<file path="src/rtl/core/priority_owner_election_assert.svh">
// Assertion macros shared by the owner election RTL.
`ifndef PRIORITY_OWNER_ELECTION_ASSERT_SVH
`define PRIORITY_OWNER_ELECTION_ASSERT_SVH

// Same-cycle implication, disabled while reset is held.
`define POE_ASSERT_NOW(lbl, clk, rst_n, ante, cons, msg) \
    lbl: assert property (@(posedge clk) disable iff (!(rst_n)) (ante) |-> (cons)) \
        else $error(msg);

// Next-cycle implication, disabled while reset is held.
`define POE_ASSERT_NEXT(lbl, clk, rst_n, ante, cons, msg) \
    lbl: assert property (@(posedge clk) disable iff (!(rst_n)) (ante) |=> (cons)) \
        else $error(msg);

`endif

</file>
<file path="src/rtl/core/poe_pkg.sv">
// Types and constants of the priority owner election block.
package poe_pkg;

    localparam int ID_W    = 32;
    localparam int STAMP_W = 64;
    localparam int IN_W    = 48;
    localparam int OUT_W   = 16;

    localparam logic [2:0] OP_REGISTER   = 3'd0;
    localparam logic [2:0] OP_UNREGISTER = 3'd1;
    localparam logic [2:0] OP_SET_ID     = 3'd2;
    localparam logic [2:0] OP_SET_PANEL  = 3'd3;
    localparam logic [2:0] OP_SET_ELIG   = 3'd4;

    typedef struct packed {
        logic               eligible;
        logic               panel;
        logic [ID_W-1:0]    key;
        logic [STAMP_W-1:0] stamp;
    } t_entry;

    typedef enum logic [3:0] {
        S_IDLE = 4'b0001,
        S_MOD  = 4'b0010,
        S_SCAN = 4'b0100,
        S_FIN  = 4'b1000
    } t_state;

endpackage

</file>
<file path="src/rtl/core/priority_owner_election.sv">
// Owner election over a slot table held in one synchronous memory.
//
//  channel | dir | signals                      | beat contents
//  s       | in  | i_s_tvalid o_s_tready i_s_tdata | one table operation
//  m       | out | o_m_tvalid i_m_tready o_m_tdata | election result
//
// Each item passes through accept, read-modify-write of the addressed slot, a
// scan of the slot memory at one entry per cycle, and the result load. The scan
// goes through the single read port of the slot memory.
// Reset clears the valid flags, stamp counter and owner; memory data needs none.
// A stalled result holds in the output register and the next item is taken
// once the result has been loaded there.
module priority_owner_election #(
    parameter int SLOTS = 16
) (
    input  logic                    i_clk,
    input  logic                    i_rst_n,
    input  logic                    i_s_tvalid,
    output logic                    o_s_tready,
    // operation[2:0], slot[6:3], instance_id[38:7], panel[39], eligible[40]
    input  logic [poe_pkg::IN_W-1:0] i_s_tdata,
    output logic                    o_m_tvalid,
    input  logic                    i_m_tready,
    // owner_found[0], owner_slot[4:1], previous_found[5], previous_slot[9:6],
    // owner_changed[10]
    output logic [poe_pkg::OUT_W-1:0] o_m_tdata
);
    import poe_pkg::*;

    localparam int SW = (SLOTS > 1) ? $clog2(SLOTS) : 1;
    localparam int CW = ((SW > 4) ? SW : 4) + 1;

    t_state             r_state, n_state;
    t_entry             r_slot_mem [SLOTS];
    t_entry             r_rd_data;
    logic [SW-1:0]      r_rd_idx;
    logic               r_rd_live;
    logic [SLOTS-1:0]   r_valid;
    logic [STAMP_W-1:0] r_stamp_cnt;

    logic [2:0]         r_op;
    logic [SW-1:0]      r_slot;
    logic               r_in_range;
    logic [ID_W-1:0]    r_id;
    logic               r_pn;
    logic               r_el;

    logic [SW:0]        r_scan;
    logic               r_best_found;
    logic [SW-1:0]      r_best_idx;
    logic               r_best_panel;
    logic [ID_W-1:0]    r_best_key;
    logic [STAMP_W-1:0] r_best_stamp;

    logic               r_owner_present;
    logic [SW-1:0]      r_owner_idx;
    logic               r_out_valid;
    logic [OUT_W-1:0]   r_out_data;

    logic               in_accept;
    logic [CW-1:0]      in_slot_ext;
    logic               in_range;
    logic [SW-1:0]      in_slot;
    logic [SW-1:0]      rd_addr;
    logic               scan_issue;
    logic               we;
    t_entry             wr_data;
    logic               cand_ok;
    logic               cand_beats;
    logic               out_free;
    logic               fin_load;
    logic [SW-1:0]      new_idx;
    logic               changed;

    assign o_s_tready = (r_state == S_IDLE);
    assign in_accept  = i_s_tvalid && o_s_tready;
    assign in_slot_ext = CW'(i_s_tdata[6:3]);
    assign in_range    = in_slot_ext < CW'(SLOTS);
    assign in_slot     = in_range ? SW'(in_slot_ext) : '0;
    assign scan_issue  = (r_state == S_SCAN) && (r_scan < (SW + 1)'(SLOTS));

    always_comb begin
        unique case (r_state)
            S_SCAN:  rd_addr = scan_issue ? r_scan[SW-1:0] : '0;
            default: rd_addr = in_slot;
        endcase
    end

    always_comb begin
        we      = 1'b0;
        wr_data = r_rd_data;
        if (r_state == S_MOD && r_in_range) begin
            unique case (r_op)
                OP_REGISTER: begin
                    we      = 1'b1;
                    wr_data = '{eligible: r_el, panel: r_pn, key: r_id - ID_W'(1),
                                stamp: r_stamp_cnt + STAMP_W'(1)};
                end
                OP_SET_ID: begin
                    we          = r_valid[r_slot];
                    wr_data.key = r_id - ID_W'(1);
                end
                OP_SET_PANEL: begin
                    we            = r_valid[r_slot];
                    wr_data.panel = r_pn;
                end
                OP_SET_ELIG: begin
                    we               = r_valid[r_slot];
                    wr_data.eligible = r_el;
                end
                default: begin
                    we = 1'b0;
                end
            endcase
        end
    end

    always_ff @(posedge i_clk) begin
        if (we) begin
            r_slot_mem[r_slot] <= wr_data;
        end
        r_rd_data <= r_slot_mem[rd_addr];
        r_rd_idx  <= rd_addr;
    end

    assign cand_ok = r_rd_live && r_valid[r_rd_idx] && r_rd_data.eligible;

    always_comb begin
        if (!r_best_found) begin
            cand_beats = 1'b1;
        end else if (r_rd_data.panel != r_best_panel) begin
            cand_beats = r_rd_data.panel;
        end else if (r_rd_data.key != r_best_key) begin
            cand_beats = r_rd_data.key < r_best_key;
        end else begin
            cand_beats = r_rd_data.stamp < r_best_stamp;
        end
    end

    assign out_free = !r_out_valid || i_m_tready;
    assign fin_load = (r_state == S_FIN) && out_free;
    assign new_idx  = r_best_found ? r_best_idx : '0;
    assign changed  = (r_best_found != r_owner_present) ||
                      (r_best_found && (r_best_idx != r_owner_idx));

    always_comb begin
        n_state = r_state;
        unique case (r_state)
            S_IDLE: if (in_accept) begin
                n_state = S_MOD;
            end
            S_MOD: begin
                n_state = S_SCAN;
            end
            S_SCAN: if (r_scan == (SW + 1)'(SLOTS)) begin
                n_state = S_FIN;
            end
            S_FIN: if (out_free) begin
                n_state = S_IDLE;
            end
            default: n_state = S_IDLE;
        endcase
    end

    always_ff @(posedge i_clk) begin
        if (!i_rst_n) begin
            r_state         <= S_IDLE;
            r_valid         <= '0;
            r_stamp_cnt     <= '0;
            r_rd_live       <= 1'b0;
            r_scan          <= '0;
            r_best_found    <= 1'b0;
            r_owner_present <= 1'b0;
            r_owner_idx     <= '0;
            r_out_valid     <= 1'b0;
        end else begin
            r_state   <= n_state;
            r_rd_live <= scan_issue;
            if (in_accept) begin
                r_op       <= i_s_tdata[2:0];
                r_slot     <= in_slot;
                r_in_range <= in_range;
                r_id       <= i_s_tdata[38:7];
                r_pn       <= i_s_tdata[39];
                r_el       <= i_s_tdata[40];
            end
            if (r_state == S_MOD) begin
                r_scan       <= '0;
                r_best_found <= 1'b0;
                if (r_in_range && r_op == OP_REGISTER) begin
                    r_stamp_cnt     <= r_stamp_cnt + STAMP_W'(1);
                    r_valid[r_slot] <= 1'b1;
                end else if (r_in_range && r_op == OP_UNREGISTER) begin
                    r_valid[r_slot] <= 1'b0;
                end
            end
            if (r_state == S_SCAN) begin
                r_scan <= r_scan + (SW + 1)'(1);
                if (cand_ok && cand_beats) begin
                    r_best_found <= 1'b1;
                    r_best_idx   <= r_rd_idx;
                    r_best_panel <= r_rd_data.panel;
                    r_best_key   <= r_rd_data.key;
                    r_best_stamp <= r_rd_data.stamp;
                end
            end
            if (fin_load) begin
                r_out_valid     <= 1'b1;
                r_out_data      <= {5'b0, changed, 4'(r_owner_idx), r_owner_present,
                                    4'(new_idx), r_best_found};
                r_owner_present <= r_best_found;
                r_owner_idx     <= new_idx;
            end else if (r_out_valid && i_m_tready) begin
                r_out_valid <= 1'b0;
            end
        end
    end

    assign o_m_tvalid = r_out_valid;
    assign o_m_tdata  = r_out_data;

`include "priority_owner_election_assert.svh"

    `POE_ASSERT_NEXT(a_accept_to_mod, i_clk, i_rst_n, in_accept, r_state == S_MOD, "accepted beat did not start the slot update")
    `POE_ASSERT_NEXT(a_fin_loads_out, i_clk, i_rst_n, fin_load, o_m_tvalid && r_state == S_IDLE, "result beat not presented after the scan")
    `POE_ASSERT_NOW(a_owner_is_valid, i_clk, i_rst_n, r_state == S_IDLE && r_owner_present, r_valid[r_owner_idx], "elected owner slot is not registered")
    `POE_ASSERT_NOW(a_scan_bound, i_clk, i_rst_n, r_state == S_SCAN, r_scan <= (SW + 1)'(SLOTS), "scan counter ran past the table")

endmodule

</file>
<file path="config.mk">
export PLATFORM = sky130hd
export DESIGN_NAME = priority_owner_election
export DESIGN_NICKNAME = d
export VERILOG_FILES = /design/src/rtl/core/poe_pkg.sv /design/src/rtl/core/priority_owner_election.sv
export VERILOG_INCLUDE_DIRS = /design/src /design/src/rtl/core
export SDC_FILE = /design/constraint.sdc
export NUM_CORES = 2
export LEC_CHECK = 0
export BUFFER_PORTS_ARGS = -buffer_cell sky130_fd_sc_hd__buf_2
export CELL_PAD_IN_SITES_DETAIL_PLACEMENT = 1
export CELL_PAD_IN_SITES_GLOBAL_PLACEMENT = 2
export CORE_ASPECT_RATIO = 0.9
export CORE_UTILIZATION = 43
export DETAILED_ROUTE_END_ITERATION = 7
export PLACE_DENSITY_LB_ADDON = 0.2
export REMOVE_ABC_BUFFERS = 1
export SLEW_MARGIN = 0
export SYNTH_ARGS = -nofsm -noshare
export SYNTH_HDL_FRONTEND = slang
export SYNTH_SLANG_ARGS = --single-unit
</file>
<file path="constraint.sdc">
create_clock -name i_clk -period 9.15 [get_ports i_clk]
set_input_delay 1.3725 -clock i_clk [delete_from_list [all_inputs] [get_ports i_clk]]
set_output_delay 1.3725 -clock i_clk [all_outputs]
set_load 0.01 [all_outputs]
</file>
==> reports/metrics.yaml <==
place_ws_ns: 4.07
timing.final.ws_setup_ns: 4.13
drtIter0Drc: 3007
vdd_ir_drop_max_uv: 167
synth.cell_area_um2: 77800
clk_root_buffer_cell: "clkbuf_16"
htree_num_levels: 4
detail_route.first_pass.iterations: 5
power.density_nw_per_um2: 213
cts.clk_slew.worst_paths_ns: 0.06
gp_congestion: 0.754
ant_nets: 0
worstRegToRegCells: 9
post-cts-setup-buffers: 0
critical_path_class: "register to register"
asyncSetResetFlopFracSynth_pct: 0
finish.utilization_pct: 48.8
setup_repair_after_global_routing_missed_its_margin: "false"
fin_worst_skew_ns: 0.0365
hold_path.startpoint: "r_rd_data[20]"
initial_antenna_violation_count: 4
yosys.area.top_type: "edfxtp_1"
worst_r2r_endpoint: "r_best_key[2]"
global_route.usage.total_pct: 21.6
synth.top_cells.by_area: "edfxtp_1 66%, dfxtp_1 5.1%, mux2i_1 5.1%"
detail_route.wl_per_cell_um: 25.5
dieWidth_um: 450
numPortBuffers: 57
synth.ff_latch_count: 1920
latest_clock_arrival_within_the_worst_skew_pair_ns: 0.83
worst_hold_slack_ns: 0.443
synth.yosys.seq_area_share_pct: 71.5
maxCapViolCount: 0
die_h_um: 406
timing.slew.headroom_pct: 10.8
tightestPinTransition_ns: 1.33
area.sequential_um2: 55700
achievable-frequency_mhz: 199
setup_tns_ns: 0
required_ns: 9.58
synth_enable_flop_cells: 1721
grt_first_pass_wirelength_um: 294000
timing.rr.start: "r_best_key[22]"
power.total_mw: 18.6
fp.dieArea_um2: 183000
power.leakage_nw: 29.1
number_of_nets_at_the_end_of_the_flow: 5346
layout_worst_path_cycle_share_pct: 54.8
synth_top_cell_area_share_pct: 66.4
grt_overflow: 0
detail_route.wirelength_um: 198000
layout-area-overhead-vs-synth_pct: 12.3
yosys.cell_types.count: 65
post-route-drc-count: 0
vias_in_the_first_global_route: 45500
total_number_of_clock_tree_sinks: 1920
route.detailed.vias_per_inst: 5.62
worstSetupEndpointType: "register"
hold_viol: 0
floorplan.initialDensity_pct: 43.5
mean_cell_area_of_the_mapped_netlist_um2: 15.2
detailedPlacementHpwl_um: 100000
crit_path_max_fanout: 84
r2r_slack_ns: 4.13
clk_path_buf_depth: 3
timing.hold.worst_endpoint: "r_best_stamp[20]"
pin_count_of_the_biggest_net_entering_global_routing: 171
ioPinCount: 70
final_period_minus_worst_setup_slack_ns: 5.02
cts_tree: "done"
holdCritPathClass: "register to register"
multi_input_area_um2: 20600
critical_path.startpoint_type: "register"
ys.warnings.count: 0
cts_made_buffers: 197
setup-violations-final: 0
core_um2: 179000
syn_inst: 5122
status: "finished, final reports clean"
core.rowCount: 147
whs_path_depth: 0
cts-hold-fix-buffers: 0
vias_after_detailed_routing: 43500
cts_resized: 0
drv_slew: 0
layout-drive-gt1-share_pct: 11.9
dominantRegCellSynth: "edfxtp_1"
data_arrival_time_of_the_worst_path_ns: 5.44
fillerInstances: 17100
==> cell usage after synthesis (98+ instances only) <==
cell type	n
clkbuf_1	213
nand2_1	616
a311oi_1	199
a211oi_1	208
ha_1	99
inv_1	119
dfxtp_1	199
mux4_2	108
nor2_1	183
edfxtp_1	1721
o31a_1	98
nor2b_1	198
a21oi_1	98
mux2i_1	396
==> how the worst max path moves through the flow <==
stage	to	depth (start not counted)	from
global placement	r_best_key[5]	9	r_best_key[31]
floorplan	r_rd_data[0]	6	i_s_tdata[4]
CTS	r_best_key[2]	8	r_rd_data[95]
detailed placement	r_best_key[5]	8	r_rd_data[95]
finish	r_best_key[2]	9	r_best_key[22]
global route	r_best_key[2]	9	r_best_key[22]
==> final cells by class <==
class,count,share of cell area [%]
Sequential cell,1920,63.7
Tap cell,2384,3.41
Antenna cell,3,0.00859
Timing Repair Buffer,185,1.64
Clock buffer,269,6.24
Multi-Input combinational cell,2769,23.5
Inverter,122,0.542
Clock inverter,100,0.960
==> through the flow <==
step | area, um^2 | instances
detailed placement | 81100 | 7380
CTS | 87400 | 7749
global route | 87400 | 7750
finish | 87400 | 7752
global placement | 81100 | 7380
floorplan | 76500 | 4811
==> sequential cells by signal, summed over array words and instances, names as in the netlist, 3 cells and up, named ones only <==
signal / cells
o_m_tdata: 11
r_best_idx: 4
r_best_key: 32
r_best_stamp: 64
r_id: 32
r_op: 3
r_owner_idx: 4
r_rd_data: 98
r_rd_idx: 4
r_scan: 5
r_slot: 4
r_slot_mem: 1568
r_stamp_cnt: 64
r_state: 4
==> logic make-up after synthesis <==
| family | after synthesis | synth area share [%] |
|---|---|---|
| flip-flops | 1920 | 71.5 |
| AND/OR/NAND/NOR | 1284 | 7.72 |
| AO/OA/AOI/OAI | 743 | 7.09 |
| multiplexers | 511 | 8.32 |
| buffers and inverters | 437 | 2.30 |
| XOR/XNOR | 127 | 1.43 |
| adder cells (fa/ha/maj) | 99 | 1.59 |
| other | 1 | 0.00482 |
==> critical path: stages (launching register included) <==
cell and delay, ns:
edfxtp_1 0.34, inv_1 0.05, ha_1 0.28, nand3_1 0.16, nor4_1 0.40, nand3b_1 0.51, a2111oi_1 0.87, nand4_1 0.49
a21oi_4 0.83, buf_12 0.54
==> layer usage <==
metal	wire (um)	global-route usage (%)	vias to the layer above
met4	3830	5.33	0
met2	95000	35.8	702
met5	0	0	-
li1	-	-	19800
met1	92100	30.1	22800
met3	6820	2.70	246
==> power breakdown <==
group / internal, mW / switching [mW]
logic: 0.329 / 0.654
registers: 9.75 / 0.0693
clock network: 4.46 / 3.38
==> layout by cell type (no fill, tap or decap), types with 15 or more instances in the layout <==
cell type  instances
edfxtp_1        1721
nand2_1          615
mux2i_1          396
a211oi_1         208
clkbuf_16        201
a311oi_1         199
dfxtp_1          199
nor2b_1          198
nor2_1           171
inv_1            119
buf_4            113
mux4_2           108
ha_1              99
o31a_1            98
a21oi_1           97
xnor2_1           93
o21ai_0           83
buf_2             57
nand3_1           51
clkbuf_1          51
nand4_1           46
clkinv_2          43
nor3_1            42
xor2_1            34
or3_1             34
nor4_1            31
clkinv_1          28
clkbuf_8          17
nand2b_1          15
buf_12            15
Power figures use the tool's default switching activity.
